[config.mk]
export PLATFORM = sky130hd
export DESIGN_NAME = format_string_printer
export DESIGN_NICKNAME = d
export VERILOG_FILES = /design/src/rtl/fsp_pkg.sv /design/src/rtl/format_string_printer.sv /design/src/rtl/fsp_front.sv /design/src/rtl/fsp_fifo.sv /design/src/rtl/fsp_back.sv
export SDC_FILE = /design/constraint.sdc
export NUM_CORES = 1
export LEC_CHECK = 0
export ABC_AREA = 1
export BUFFER_PORTS_ARGS = -buffer_cell sky130_fd_sc_hd__buf_2
export CORE_ASPECT_RATIO = 0.6
export CORE_MARGIN = 2
export CORE_UTILIZATION = 50
export CTS_BUF_LIST = sky130_fd_sc_hd__clkbuf_4 sky130_fd_sc_hd__clkbuf_8
export CTS_CLUSTER_DIAMETER = 30
export DETAILED_ROUTE_END_ITERATION = 6
export GPL_ROUTABILITY_DRIVEN = 0
export PLACE_DENSITY = 0.7
export RECOVER_POWER = 100
export SLEW_MARGIN = 25
export SYNTH_ARGS = -nofsm -noshare
export SYNTH_HDL_FRONTEND = slang
export SYNTH_SLANG_ARGS = --single-unit
[constraint.sdc]
create_clock -name clk -period 3.6 [get_ports clk]
set_input_delay 0.36 -clock clk [delete_from_list [all_inputs] [get_ports clk]]
set_output_delay 0.36 -clock clk [all_outputs]
set_load 0.005 [all_outputs]
[src/rtl/fsp_pkg.sv]
// fsp_pkg: shared types and constants for the format string printer.
// Used by fsp_front, fsp_fifo, fsp_back and format_string_printer. No dependencies.

package fsp_pkg;

	localparam int CountBitsDefault = 16;
	localparam int FifoDepth        = 4;   // power of two
	localparam int CountOutBits     = 16;

	localparam logic [7:0] ChPercent = 8'h25;
	localparam logic [7:0] ChD       = 8'h64;
	localparam logic [7:0] ChX       = 8'h78;
	localparam logic [7:0] ChS       = 8'h73;
	localparam logic [7:0] ChMinus   = 8'h2d;
	localparam logic [7:0] ChZero    = 8'd48;
	localparam logic [7:0] ChAlphaOf = 8'd87;  // 'a' - 10

	// input item kinds
	typedef enum logic [2:0] {
		K_FMT  = 3'd0,
		K_END  = 3'd1,
		K_ARG  = 3'd2,
		K_SCHR = 3'd3,
		K_SEND = 3'd4
	} kind_t;

	// front-end parse mode
	typedef enum logic [2:0] {
		M_TEXT,
		M_PCT,
		M_DEC,
		M_HEX,
		M_STR
	} mode_t;

	// commands handed from front to back
	typedef enum logic [2:0] {
		OP_CHAR,   // printed and counted
		OP_RAW,    // printed, not counted
		OP_DONE,   // format end
		OP_DEC,    // signed decimal
		OP_HEX     // hex
	} op_t;

	typedef struct packed {
		op_t         op;
		logic [7:0]  chr;
		logic [31:0] arg;
	} cmd_t;

	// back-end sequencer
	typedef enum logic [2:0] {
		B_IDLE,
		B_CONV,
		B_LEAD,
		B_SIGN,
		B_DIGIT
	} bstate_t;

endpackage

[src/rtl/format_string_printer.sv]
// format_string_printer: top level of a streaming printf-subset formatter.
// Instantiates fsp_front, fsp_fifo and fsp_back; depends on fsp_pkg.
//
// Usage:
//   Input channel (in_valid/in_ready, kind, byte_req, value) carries format
//   characters, format ends, numeric arguments and string-argument characters.
//   Output channel (out_valid/out_ready, ch, char_valid, last, done_res, count)
//   gives one transfer per printed character, or one done transfer answering a
//   format end with the saturated count. last marks the final result of an item.
//
//   The front tracks '%' conversions and pushes commands into a 4-entry queue;
//   it takes one input transfer per cycle while the queue has room, so ignored
//   items and mode changes wait on the output only through a full queue.
//   The back runs one command at a time into a single output register.
//   Each result passes through the queue and the result register; plain
//   characters sustain one per cycle while the receiver stays ready. A hex
//   argument emits its digits from the most significant nonzero one. A decimal
//   argument runs a 32-step binary-to-BCD loop, then emits sign and digits.
//
//   Reset clears the mode, the queue, the count and the output valid. When the
//   receiver stalls, the result register holds; the queue then fills and
//   in_ready drops once it is full.

module format_string_printer #(
	parameter int COUNT_BITS = fsp_pkg::CountBitsDefault
) (
	input  logic        clk,
	input  logic        arst_n,
	input  logic        in_valid,
	output logic        in_ready,
	input  logic [2:0]  kind,
	input  logic [7:0]  byte_req,
	input  logic [31:0] value,
	output logic        out_valid,
	input  logic        out_ready,
	output logic [7:0]  ch,
	output logic        char_valid,
	output logic        last,
	output logic        done_res,
	output logic [15:0] count
);
	import fsp_pkg::*;

	cmd_t push_cmd, head;
	logic push, full, pop, empty;

	fsp_front u_front (
		.clk      (clk),
		.arst_n   (arst_n),
		.in_valid (in_valid),
		.in_ready (in_ready),
		.kind     (kind),
		.byte_req (byte_req),
		.value    (value),
		.push     (push),
		.push_cmd (push_cmd),
		.full     (full)
	);

	// decouples parsing from the slow number conversion
	fsp_fifo u_fifo (
		.clk      (clk),
		.arst_n   (arst_n),
		.push     (push),
		.push_cmd (push_cmd),
		.full     (full),
		.pop      (pop),
		.head     (head),
		.empty    (empty)
	);

	fsp_back #(
		.COUNT_BITS (COUNT_BITS)
	) u_back (
		.clk        (clk),
		.arst_n     (arst_n),
		.empty      (empty),
		.head       (head),
		.pop        (pop),
		.out_valid  (out_valid),
		.out_ready  (out_ready),
		.ch         (ch),
		.char_valid (char_valid),
		.last       (last),
		.done_res   (done_res),
		.count      (count)
	);

endmodule

[src/rtl/fsp_front.sv]
// fsp_front: accepts input transfers, tracks the format mode, issues commands.
// Depends on fsp_pkg.

module fsp_front (
	input  logic          clk,
	input  logic          arst_n,
	input  logic          in_valid,
	output logic          in_ready,
	input  logic [2:0]    kind,
	input  logic [7:0]    byte_req,
	input  logic [31:0]   value,
	output logic          push,
	output fsp_pkg::cmd_t push_cmd,
	input  logic          full
);
	import fsp_pkg::*;

	mode_t mode_q, mode_next;
	logic  acc;

	assign in_ready = !full;
	assign acc      = in_valid && in_ready;

	always_ff @(posedge clk or negedge arst_n) begin
		if (!arst_n) begin
			mode_q <= M_TEXT;
		end else begin
			mode_q <= mode_next;
		end
	end

	always_comb begin
		mode_next    = mode_q;
		push         = 1'b0;
		push_cmd.op  = OP_CHAR;
		push_cmd.chr = byte_req;
		push_cmd.arg = value;
		if (acc) begin
			unique case (mode_q)
				M_TEXT: begin
					if (kind == K_FMT) begin
						if (byte_req == ChPercent) begin
							mode_next = M_PCT;
						end else begin
							push = 1'b1;
						end
					end else if (kind == K_END) begin
						push        = 1'b1;
						push_cmd.op = OP_DONE;
					end
				end
				M_PCT: begin
					if (kind == K_FMT) begin
						priority if (byte_req == ChD) begin
							mode_next = M_DEC;
						end else if (byte_req == ChX) begin
							mode_next = M_HEX;
						end else if (byte_req == ChS) begin
							mode_next = M_STR;
						end else begin
							push        = 1'b1;
							push_cmd.op = OP_RAW;
							mode_next   = M_TEXT;
						end
					end else if (kind == K_END) begin
						push        = 1'b1;
						push_cmd.op = OP_DONE;
						mode_next   = M_TEXT;
					end
				end
				M_DEC: begin
					if (kind == K_ARG) begin
						push        = 1'b1;
						push_cmd.op = OP_DEC;
						mode_next   = M_TEXT;
					end
				end
				M_HEX: begin
					if (kind == K_ARG) begin
						push        = 1'b1;
						push_cmd.op = OP_HEX;
						mode_next   = M_TEXT;
					end
				end
				M_STR: begin
					if (kind == K_SCHR) begin
						push = 1'b1;
					end else if (kind == K_SEND) begin
						mode_next = M_TEXT;
					end
				end
				default: mode_next = M_TEXT;
			endcase
		end
	end

endmodule

[src/rtl/fsp_fifo.sv]
// fsp_fifo: short command queue between front and back.
// Depends on fsp_pkg.

module fsp_fifo (
	input  logic          clk,
	input  logic          arst_n,
	input  logic          push,
	input  fsp_pkg::cmd_t push_cmd,
	output logic          full,
	input  logic          pop,
	output fsp_pkg::cmd_t head,
	output logic          empty
);
	import fsp_pkg::*;

	localparam int PtrW = $clog2(FifoDepth);

	cmd_t            mem_q [FifoDepth];
	logic [PtrW-1:0] wr_q, rd_q;
	logic [PtrW:0]   fill_q;

	assign full  = fill_q == (PtrW+1)'(FifoDepth);
	assign empty = fill_q == '0;
	assign head  = mem_q[rd_q];

	always_ff @(posedge clk) begin
		if (push) begin
			mem_q[wr_q] <= push_cmd;
		end
	end

	always_ff @(posedge clk or negedge arst_n) begin
		if (!arst_n) begin
			wr_q   <= '0;
			rd_q   <= '0;
			fill_q <= '0;
		end else begin
			if (push) wr_q <= wr_q + 1'b1;
			if (pop)  rd_q <= rd_q + 1'b1;
			unique case ({push, pop})
				2'b10:   fill_q <= fill_q + 1'b1;
				2'b01:   fill_q <= fill_q - 1'b1;
				default: fill_q <= fill_q;
			endcase
		end
	end

endmodule

[src/rtl/fsp_back.sv]
// fsp_back: executes commands, converts numbers, keeps the count, drives results.
// Depends on fsp_pkg.

module fsp_back #(
	parameter int COUNT_BITS = fsp_pkg::CountBitsDefault
) (
	input  logic          clk,
	input  logic          arst_n,
	input  logic          empty,
	input  fsp_pkg::cmd_t head,
	output logic          pop,
	output logic          out_valid,
	input  logic          out_ready,
	output logic [7:0]    ch,
	output logic          char_valid,
	output logic          last,
	output logic          done_res,
	output logic [15:0]   count
);
	import fsp_pkg::*;

	localparam int ExtW = (COUNT_BITS > CountOutBits) ? COUNT_BITS : CountOutBits;
	localparam logic [COUNT_BITS-1:0] CntMax = '1;

	bstate_t st_q, st_next;
	logic [COUNT_BITS-1:0] cnt_q, cnt_inc;
	logic [ExtW-1:0]       cnt_ext;
	logic [39:0]           dig_q;      // BCD or hex nibbles
	logic [31:0]           sh_q;
	logic [4:0]            iter_q;
	logic [3:0]            idx_q, lead;
	logic                  neg_q;
	logic [3:0]            cur_dig;

	// result register
	logic        ov_q, cv_q, last_q, done_q;
	logic [7:0]  ch_q;
	logic [15:0] count_q;

	// emit request from the sequencer
	logic       can_emit, emit, e_cv, e_last, e_done, e_bump;
	logic [7:0] e_ch;

	// one double-dabble step: adjust every BCD digit, then shift in a bit
	function automatic logic [39:0] dabble(input logic [39:0] b, input logic bin);
		logic [39:0] a;
		a = b;
		for (int i = 0; i < 10; i++) begin
			if (a[4*i +: 4] >= 4'd5) a[4*i +: 4] = a[4*i +: 4] + 4'd3;
		end
		return {a[38:0], bin};
	endfunction

	assign cnt_inc  = (cnt_q == CntMax) ? cnt_q : cnt_q + 1'b1;
	assign can_emit = !ov_q || out_ready;
	assign cur_dig  = dig_q[idx_q*4 +: 4];

	// most significant nonzero digit, zero prints as one digit
	always_comb begin
		lead = '0;
		for (int i = 0; i < 10; i++) begin
			if (dig_q[4*i +: 4] != 4'd0) lead = 4'(i);
		end
	end

	always_comb begin
		st_next = st_q;
		pop     = 1'b0;
		emit    = 1'b0;
		e_ch    = 8'd0;
		e_cv    = 1'b1;
		e_last  = 1'b1;
		e_done  = 1'b0;
		e_bump  = 1'b0;
		unique case (st_q)
			B_IDLE: begin
				if (!empty && can_emit) begin
					pop = 1'b1;
					unique case (head.op)
						OP_CHAR: begin
							emit   = 1'b1;
							e_ch   = head.chr;
							e_bump = 1'b1;
						end
						OP_RAW: begin
							emit = 1'b1;
							e_ch = head.chr;
						end
						OP_DONE: begin
							emit   = 1'b1;
							e_cv   = 1'b0;
							e_done = 1'b1;
						end
						OP_DEC:  st_next = B_CONV;
						OP_HEX:  st_next = B_LEAD;
						default: st_next = B_IDLE;
					endcase
				end
			end
			B_CONV: begin
				if (iter_q == 5'd31) st_next = B_LEAD;
			end
			B_LEAD: st_next = neg_q ? B_SIGN : B_DIGIT;
			B_SIGN: begin
				if (can_emit) begin
					emit    = 1'b1;
					e_ch    = ChMinus;
					e_last  = 1'b0;
					e_bump  = 1'b1;
					st_next = B_DIGIT;
				end
			end
			B_DIGIT: begin
				if (can_emit) begin
					emit   = 1'b1;
					e_ch   = (cur_dig < 4'd10) ? ChZero + 8'(cur_dig)
					                           : ChAlphaOf + 8'(cur_dig);
					e_last = idx_q == 4'd0;
					e_bump = 1'b1;
					if (idx_q == 4'd0) st_next = B_IDLE;
				end
			end
			default: st_next = B_IDLE;
		endcase
	end

	assign cnt_ext = ExtW'(e_bump ? cnt_inc : cnt_q);

	always_ff @(posedge clk or negedge arst_n) begin
		if (!arst_n) begin
			st_q  <= B_IDLE;
			cnt_q <= '0;
			ov_q  <= 1'b0;
		end else begin
			st_q <= st_next;
			if (emit) begin
				ov_q  <= 1'b1;
				cnt_q <= e_done ? '0 : (e_bump ? cnt_inc : cnt_q);
			end else if (out_ready) begin
				ov_q <= 1'b0;
			end
		end
	end

	always_ff @(posedge clk) begin
		if (emit) begin
			ch_q    <= e_ch;
			cv_q    <= e_cv;
			last_q  <= e_last;
			done_q  <= e_done;
			count_q <= cnt_ext[15:0];
		end
		unique case (st_q)
			B_IDLE: begin
				iter_q <= '0;
				if (pop && head.op == OP_DEC) begin
					neg_q <= head.arg[31];
					sh_q  <= head.arg[31] ? 32'd0 - head.arg : head.arg;
					dig_q <= '0;
				end else if (pop && head.op == OP_HEX) begin
					neg_q <= 1'b0;
					dig_q <= {8'd0, head.arg};
				end
			end
			B_CONV: begin
				dig_q  <= dabble(dig_q, sh_q[31]);
				sh_q   <= {sh_q[30:0], 1'b0};
				iter_q <= iter_q + 1'b1;
			end
			B_LEAD:  idx_q <= lead;
			B_DIGIT: if (emit) idx_q <= idx_q - 1'b1;
			default: ;
		endcase
	end

	assign out_valid  = ov_q;
	assign ch         = ch_q;
	assign char_valid = cv_q;
	assign last       = last_q;
	assign done_res   = done_q;
	assign count      = count_q;

endmodule

# --- After elaboration in Yosys (flattened, before gate mapping) ---
# Memory sizes are Yosys's and may differ from the RTL's.
# Index checks and enable logic that the tools add are counted.
word_totals:
  ff_bits: 139
  inputBits: 47
  memories: 1
  romBits: 0
  latchBits: 0
  word_cells: 229
  ramBits: 172
  out_inout_bits: 29
classes:
  n_reduce_logical: 39
  n_addsub: 20
  div: 0
  eq_ne: 40
  bitwise_logic: 0
  n_mul: 0
  n_shift: 1
  mux: 100
  magnitude_cmp: 11
memory_table:
  columns: ["name", "depth", "word_bits", "read_ports", "rd_ports_with_merged_regs", "write_ports", "line_no", "text"]
  rows:
  - ["u_fifo.mem_q", 4, 43, 1, 0, 1, "fsp_fifo.sv:18", "cmd_t mem_q [FifoDepth];"]
op_table:
  columns: ["op", "count"]
  rows:
  - ["2-to-1 mux 40 bit", 2]
  - ["case mux 40 bit (2 select lines)", 1]
  - ["2-to-1 mux 4 bit", 18]
  - ["2-to-1 mux 3 bit", 23]
  - ["2-to-1 mux 32 bit", 2]
  - ["case mux 32 bit (2 select lines)", 1]
  - ["2-to-1 mux 16 bit", 3]
  - [">= comparator 4 x 3 -> 1 bit (second input constant)", 10]
  - ["indexed part select 40 x 7 -> 4 bit", 1]
  - ["adder 4 x 2 -> 4 bit (second input constant)", 9]
  - ["nonzero test 4 bit", 9]
  - ["2-to-1 mux 8 bit", 4]
  - ["subtractor 1 x 32 -> 32 bit (first input constant)", 1]
  - ["2-to-1 mux 1 bit", 31]
  - ["equality test 3 x 2 -> 1 bit (second input constant)", 8]
  - ["equality test 8 x 7 -> 1 bit (second input constant)", 3]
  - ["case mux 3 bit (4 select lines)", 2]
  - ["case mux 8 bit (3 select lines)", 1]
  - ["!= test 2 x 1 -> 1 bit (second input constant)", 11]
  - ["adder 16 x 1 -> 16 bit (second input constant)", 1]
  - ["equality test 16 bit (second input constant)", 1]
  - ["equality test 3 bit (second input constant)", 5]
  - ["logical NOT 3 bit", 5]
  - ["case mux 3 bit (5 select lines)", 1]
  - ["other kinds (34)", 58]

# --- Longest topological paths before layout ---
# Gate-level depths: netlist (run 1).
logic_depth:
  ltp_word: 11
  depth_mapped: 17
  ltp_nobuf: 15

# --- Hierarchy ---
# Synthesis (run 1) repeated with hierarchy kept, for this count alone.
hier_totals:
  hier_cells: 1682
  area_unflattened_um2: 16156.7
by_module_without_submodules:
  columns: ["module", "seq_area_each_um2", "n_inst", "area_per_inst_um2", "cells_each"]
  rows:
  - ["fsp_back", 3773.6, 1, 8210.4, 1001]
  - ["fsp_fifo", 5340.1, 1, 7195.7, 550]
  - ["fsp_front", 75.1, 1, 750.7, 131]

# --- Least setup slack after synthesis (run 1) ---
# No wires, ideal clock.
synth_path:
  path_type: "register to register"
  startpoint: "reg u_back.st_q[1]"
  endpoint: "reg u_back.ch_q[0], in the netlist u_back.ch[0] (enable)"
  path_buffers: 0
  t_required_ns: 3.150
  path_stages_with_launch: 8
  path_slack_ns: 0.040
  synth_period_minus_slack_ns: 3.560
  arrival_ns: 3.110
  setup_time_ns: 0.450
  path_cell_list: "dfrtp_1 > nor2_2 > nand2_1 > inv_1 > nand2_1 > nor2_2 > inv_1 > o21ai_0"
synth_via:
  elab_chain_len: 3
  word_cells_on_any_way: 5
  cone_classes: "eq/ne: 2; mux: 1; reduce/logical: 2"
synth_rtl:
  columns: ["item", "line_no", "text"]
  rows:
  - ["start: declaration", "fsp_back.sv:25", "bstate_t st_q, st_next;"]
  - ["start signal: assignment", "fsp_back.sv:135", "st_q <= st_next;"]
  - ["equality test 3 x 2 -> 1 bit or equality test 3 bit (tied branches)", "fsp_back.sv:75", "unique case (st_q)"]
  - ["OR reduction 2 bit (no line)", null, null]
  - ["case mux 1 bit (2 select lines) (*)", "fsp_back.sv:75", null]
  - ["via u_back.emit", "fsp_back.sv:41", "logic can_emit, emit, e_cv, e_last, e_done, e_bump;"]
  - ["end signal: assignment", "fsp_back.sv:147", "ch_q <= e_ch;"]
  - ["end: declaration", "fsp_back.sv:37", "logic [7:0] ch_q;"]
# The timed path passes the listed nets; every way through them passes the cells marked *.
# A chain may end at the register's enable or synchronous reset.

# --- Final worst setup path (run 1) ---
layout_path:
  startpoint: "reg u_back.st_q[2]"
  endpoint: "reg u_back.ch_q[6], in the netlist u_back.ch[6] (enable)"
# The elaborated chain is that of the path after synthesis.

==> flow_summary_export.csv, run 1 <==
group,metric,value,unit
die,die_x,231.3,um
setup_path,critical_path_required,3.85,ns
setup_path,critPathLaunchType,"flip-flop",
global_route,antenna_found_initial,0,
timing,fin_crit,3.189,ns
logic_synthesis,ys_types,50,
cts,cts.root.buffer_cell,"clkbuf_8",
pwr,worst_ir_drop_vdd,384.0,uV
setup_path,crit_path_end_kind,"flip-flop",
place,place_area,16320,sq um
cts,cts_buffers,54,
drt,dr.pass1.iters,6,
logic_synthesis,ys_ff_latch,311,
cells_and_area,nNetsFinal,1821,
cells_and_area,layout-drive-gt1-share,9.020,%
drt,routed.top_layer,"met4",
drt,vias_per_cell,5.447,
die,ioPinCount,76,
die,die_h,140.4,um
drt,wl_met1,18760,um
logic_synthesis,ys_warn_count,0,
drt,drc,0,
global_route,grt_pass1_vias,11040,
logic_synthesis,synth_edf_count,281,
die,die_area,32480,sq um
drt,met2_length,14990,um
place,hpwl,25720,um
die,start_util,51.29,%
logic_synthesis,syn_area,15500,sq um
flow_run,drv_cap,1,
cts,clockBufferDepth,3,
logic_synthesis,ys.flop_type,"edfxtp_1",
timing,slew_violations,31,
setup_path,arrival,3.44,ns
cts,cts_sinks,311,
drt,wl_met3,3606,um
global_route,grt_remaining_overflow,0,
timing,tightest_slew,1.912,ns
cts,cts-htree-levels,2,
drt,ant_nets,0,
setup_path,critPathMaxStageDelay,0.67,ns
cells_and_area,synthToLayoutAreaGrowth,14.18,%
logic_synthesis,async_flop_share,9.646,%
die,core,30230,sq um
status,failed_checks,"max-capacitance violations, max-slew violations",
pwr,leakage,6.926,nW
timing,setup_tns,0,ns
die,rows,49,
timing,setup_violations,0,
timing,whs,0.1137,ns
logic_synthesis,syn_inst,1616,
drt,routed_wl,37950,um
global_route,grt_usage,23.40,%
min_path,hold_path_class,"in -> reg",
cts,cts_setup_buffers,0,
drt,drt_iter0_drc,1459,
setup_path,crit_chain,"nor2_1 -> nand2_1 -> inv_1 -> nand2_1 -> nor2_1 -> inv_1 -> o21ai_0 -> buf_4",
logic_synthesis,yosysSeqAreaShare,59.27,%
global_route,grt_max_degree,62,
setup_path,critPathMaxFanout,25,
timing,rsz0062_at_grt,"no",
timing,min_period_over_period,88.58,%
timing,clock.fmax,313.6,MHz
setup_path,reg2reg_slack,0.41,ns
place,port_buffers,75,
cts,cts_tree,"done",
setup_path,critPathKind,"reg -> reg",
cells_and_area,final_design_area_no_fill,17700,sq um
logic_synthesis,avgSynthCellArea,9.593,sq um
drt,wire_per_inst,17.31,um
timing,hold_viol,0,
global_route,grt_pass1_wl,59380,um
logic_synthesis,syn_nets,1695,
setup_path,crit_slowest_cell,"o21ai_0",
drt,vias,11950,
cts,clk_pin_slew,0.07,ns
cells_and_area,diodes,0,
timing,finalClockSkew,0.02269,ns
cts,clock_latency,0.60,ns
timing,relSlewSlack,-27.50,%
status,status,"complete, but fails checks",
pwr,powerDensity,918.6,nW/um^2
## what timing repair did
action	CTS	global route
hold endpoints to repair	158	2
gates resized for setup	0	0
hold buffers	33	1
## cell type report
class,instances,area (sq um)
flip-flops and latches,311,9190
clock inverters,28,320.3
repair buffers,126,854.6
multi-input cells,1088,5328
fillers,2553,12520
inverters,161,608.1
well taps,408,510.5
clock buffers,71,889.6
## layout by cell type (no fill, tap or decap), types with 12 or more instances in the layout
| master | netlist | final |
|---|---|---|
| a21oi_1 | 47 | 50 |
| buf_2 | 26 | 13 |
| clkbuf_1 | 15 | 60 |
| clkbuf_4 | 0 | 15 |
| clkbuf_8 | 0 | 57 |
| dfrtp_1 | 30 | 29 |
| dlygate4sd3_1 | 0 | 34 |
| edfxtp_1 | 281 | 281 |
| ha_1 | 31 | 31 |
| inv_1 | 150 | 152 |
| nand2_1 | 427 | 432 |
| nand2_2 | 18 | 13 |
| nand3_1 | 163 | 162 |
| nand4_1 | 18 | 18 |
| nor2_1 | 115 | 119 |
| nor3_1 | 22 | 22 |
| o21ai_0 | 123 | 139 |
| o22ai_1 | 12 | 12 |
| xor2_1 | 26 | 26 |
## metrics by stage
| stage | cells | total power [mW] | util (%) | setup WS (ns) |
|---|---|---|---|---|
| after global placement | 2060 | 12.50 | 54.00 | 0.7898 |
| final | 2193 | 16.26 | 58.56 | 0.4112 |
| after CTS | 2192 | 16.33 | 59.09 | 0.7795 |
| after detailed placement | 2060 | 12.69 | 54.00 | 0.7758 |
| after global routing | 2193 | 17.41 | 58.56 | 0.2529 |
| after floorplan | 1616 | 10.70 | - | 0.03992 |
## report_power, final
part / switching (mW) / internal [mW]
Sequential: 0.519 / 5.38
Combinational: 4.84 / 1.94
Clock: 1.52 / 2.07
## worst max-delay path, delay by kind of cell (launching register included)
kind                   cells  cell delay, ns
buffers and inverters      3            0.69
AND/OR/NAND/NOR            4            1.05
AO/OA/AOI/OAI              1            0.67
flip-flops                 1            0.41
## Yosys cell counts (3+ instances only)
| cell type | n | area (sq um) |
|---|---|---|
| xnor2_1 | 8 | 70.07 |
| buf_4 | 6 | 45.04 |
| buf_2 | 26 | 130.1 |
| edfxtp_1 | 281 | 8438 |
| a31oi_1 | 5 | 31.28 |
| o21ai_1 | 14 | 70.07 |
| nand3_1 | 163 | 815.8 |
| o31ai_1 | 9 | 67.56 |
| o21ai_0 | 123 | 615.6 |
| a21oi_1 | 47 | 235.2 |
| o22ai_1 | 12 | 75.07 |
| buf_6 | 8 | 90.09 |
| nor2_1 | 115 | 431.7 |
| nor3_1 | 22 | 110.1 |
| a211oi_1 | 3 | 22.52 |
| o21ai_2 | 3 | 26.28 |
| clkbuf_1 | 15 | 56.30 |
| nand2_1 | 427 | 1603 |
| inv_1 | 150 | 563.0 |
| nor2_2 | 7 | 43.79 |
| nand2_2 | 18 | 112.6 |
| nand4_1 | 18 | 112.6 |
| ha_1 | 31 | 387.9 |
| xor2_1 | 26 | 227.7 |
| or2_2 | 5 | 31.28 |
| dfrtp_1 | 30 | 750.7 |
| o211ai_1 | 7 | 52.55 |
| inv_2 | 8 | 30.03 |
## logic make-up after synthesis
group	synth area share (%)
and+or+nand+nor	21.66
DFF	59.27
AOI/OAI and AO/OA	8.491
buffers and inverters	6.021
xor gates and xnor gates	1.921
adders and majority gates	2.631
## metal layers
metal  track usage (%)  up-vias
met5                 0        -
met4             5.603        0
met3             6.046       59
met2             31.07      487
met1             37.54     5623
li1                  -     5777
## sequential cells by signal (all words and copies together), names as in the netlist
signal and count:
u_back.ch 8, u_back.char_valid 1, u_back.cnt_q 16, u_back.count 16, u_back.dig_q 40, u_back.done_res 1, u_back.idx_q 4, u_back.iter_q 5
u_back.last 1, u_back.neg_q 1, u_back.out_valid 1, u_back.sh_q 32, u_back.st_q 3, u_fifo.fill_q 3, u_fifo.mem_q 172, u_fifo.rd_q 2
u_fifo.wr_q 2, u_front.mode_q 3
## final timing paths
path	from	endpoint	cells past startpoint
worst min-delay path	byte_req[7]	u_fifo.mem_q[3][39]	1
max in group asynchronous	arst_n	u_fifo.rd_q[0]	2
worst max-delay path	u_back.st_q[2]	u_back.ch[6]	8
worst min register to register	u_fifo.fill_q[0]	u_fifo.fill_q[0]	1
min in group asynchronous	arst_n	u_back.cnt_q[6]	2
worst max register to register	u_back.st_q[2]	u_back.ch[6]	8
Power figures use the tool's default switching activity.
==> inputs of run 2 (changes only) <==
--- a/config.mk
+++ b/config.mk
@@ -10,7 +10,6 @@
 export CORE_ASPECT_RATIO = 0.6
 export CORE_MARGIN = 2
 export CORE_UTILIZATION = 50
-export CTS_BUF_LIST = sky130_fd_sc_hd__clkbuf_4 sky130_fd_sc_hd__clkbuf_8
 export CTS_CLUSTER_DIAMETER = 30
 export DETAILED_ROUTE_END_ITERATION = 6
 export GPL_ROUTABILITY_DRIVEN = 0
==> run 2 against run 1 <==
  * The run still ends with max-capacitance violations, max-slew violations left
  * Clock skew up 0.0014 ns
  * First-iteration DRC count down 0.41%
  * Sequential share of layout area down 0.099 points
  * Die area unchanged
  * Clock power up 26%
  * Total power up 5.6%
  * Sequential cell count unchanged
  * Setup slack better by 0.0039 ns
  * Non-clock buffer count down 33
  * Utilization up 0.11 points
  * Critical endpoint is now u_back.count[8]
==> flow_summary_export.csv, run 2 (synthesis results as in run 1) <==
group,metric,value,unit
cts,cts_sinks,311,
drt,wl_met3,4119,um
drt,ant_nets,0,
timing,min_period_over_period,88.47,%
drt,wire_per_inst,17.47,um
cells_and_area,largest_reg_flops,172,
status,status,"complete, but fails checks",
drt,drt_iter0_drc,1453,
setup_path,critPathLaunchType,"flip-flop",
cells_and_area,mostFrequentLayoutCell,"nand2_1",
pwr,leakage,6.926,nW
setup_path,reg2reg_slack,0.42,ns
drt,met2_length,14760,um
cells_and_area,diodes,0,
pwr,fin_total_pwr,17.17,mW
die,die_x,231.3,um
cells_and_area,multi_input_area,5341,sq um
die,ioPinCount,76,
timing,worst_slack,0.4151,ns
min_path,hold_path_class,"in -> reg",
cells_and_area,largest_register,"u_fifo.mem_q",
cells_and_area,final_design_area_no_fill,17730,sq um
drt,routed.top_layer,"met4",
place,hpwl,25720,um
timing,tightest_slew,1.906,ns
flow_run,drv_cap,1,
setup_path,crit_path_end_kind,"flip-flop",
setup_path,arrival,3.40,ns
cells_and_area,fillers,2502,
cells_and_area,seq_area,9190,sq um
die,die_h,140.4,um
cts,ctsResizeCount,0,
timing,setup_violations,0,
pwr,powerDensity,968.1,nW/um^2
cts,cts_tree,"done",
global_route,grt_pass1_vias,10860,
global_route,antenna_found_initial,0,
drt,wl_met1,18080,um
cells_and_area,synthToLayoutAreaGrowth,14.40,%
timing,finalClockSkew,0.02405,ns
cts,cts_buffers,46,
global_route,grt_pass1_wl,59350,um
die,rows,49,
global_route,grt_remaining_overflow,0,
drt,vias_per_cell,5.529,
place,port_buffers,75,
setup_path,crit_chain,"nor2_1 -> nand2_1 -> inv_1 -> nand2_1 -> nor2_1 -> inv_1 -> o21ai_0 -> buf_4",
die,core,30230,sq um
cts,clock_latency,0.55,ns
timing,clock.fmax,314.0,MHz
cells_and_area,final_cell_mix,"432 x nand2_1, 281 x edfxtp_1, 163 x nand3_1",
setup_path,critPathMaxFanout,25,
cts,clockBufferDepth,3,
cts,clk_pin_slew,0.06,ns
drt,drc,0,
die,die_area,32480,sq um
cells_and_area,nNetsFinal,1780,
drt,routed_wl,37470,um
pwr,worst_ir_drop_vdd,395.1,uV
cells_and_area,fin_util,58.67,%
setup_path,critical_path_required,3.82,ns
setup_path,crit_slowest_cell,"o21ai_0",
timing,rsz0062_at_grt,"no",
drt,dr.pass1.iters,6,
cts,cts.root.buffer_cell,"clkbuf_16",
status,failed_checks,"max-capacitance violations, max-slew violations",
timing,relSlewSlack,-27.08,%
timing,slew_violations,31,
drt,vias,11860,
place,place_area,16320,sq um
setup_path,critPathKind,"reg -> reg",
timing,hold_viol,0,
global_route,grt_usage,23.43,%
timing,setup_tns,0,ns
die,start_util,51.29,%
place,dp_slack,0.7758,ns
setup_path,critPathMaxStageDelay,0.67,ns
cts,cts-htree-levels,2,
timing,fin_crit,3.185,ns
global_route,grt_max_degree,62,
cells_and_area,layout-drive-gt1-share,8.693,%
cells_and_area,largestRegisters,"u_fifo.mem_q x172, u_back.dig_q x40, u_back.sh_q x32",
## run 2: critical path, delay by kind of cell, from the launching register on
family                 cells  cell delay, ns
buffers and inverters      3            0.70
AOI/OAI and AO/OA          1            0.67
DFF                        1            0.40
and+or+nand+nor            4            1.07
## run 2: cell type report
class / instances / share of cell area [%]
Multi-Input combinational cell: 1088 / 30.12
Sequential cell: 311 / 51.82
Inverter: 161 / 3.429
Tap cell: 408 / 2.879
Clock inverter: 37 / 2.378
Clock buffer: 47 / 6.512
Timing Repair Buffer: 93 / 2.864
## run 2: final timing paths
check | from | end | depth (start not counted)
min in group asynchronous | arst_n | u_back.cnt_q[6] | 2
worst max-delay path | u_back.st_q[1] | u_back.count[8] | 8
worst max register to register | u_back.st_q[1] | u_back.count[8] | 8
worst min-delay path | value[18] | u_fifo.mem_q[2][18] | 1
worst min register to register | u_fifo.fill_q[0] | u_fifo.fill_q[0] | 1
max in group asynchronous | arst_n | u_fifo.rd_q[0] | 2
## run 2: through the flow
step                      hold slack, ns  std cells
after floorplan                  0.06441       1616
after global placement            0.4707       2060
after detailed placement          0.4830       2060
after CTS                       0.005217       2145
after global routing             0.06635       2145
final                            0.06434       2145
## run 2: report_power, final
part | total, mW | switching [mW] | internal (mW)
clock | 4.52 | 1.84 | 2.67
combinational | 6.76 | 4.85 | 1.91
sequential | 5.89 | 0.516 | 5.38
## run 2: metal layers
metal / vias to the layer above / track usage (%)
met1: 5561 / 37.79
met4: 0 / 5.365
met2: 546 / 30.90
met3: 53 / 6.169
met5: - / 0
li1: 5700 / -
## run 2: what timing repair did
| item | in CTS | in global routing |
|---|---|---|
| endpoints found under the hold margin | 30 | 0 |
| hold buffers | 1 | 0 |
| buffers inserted | 0 | 0 |
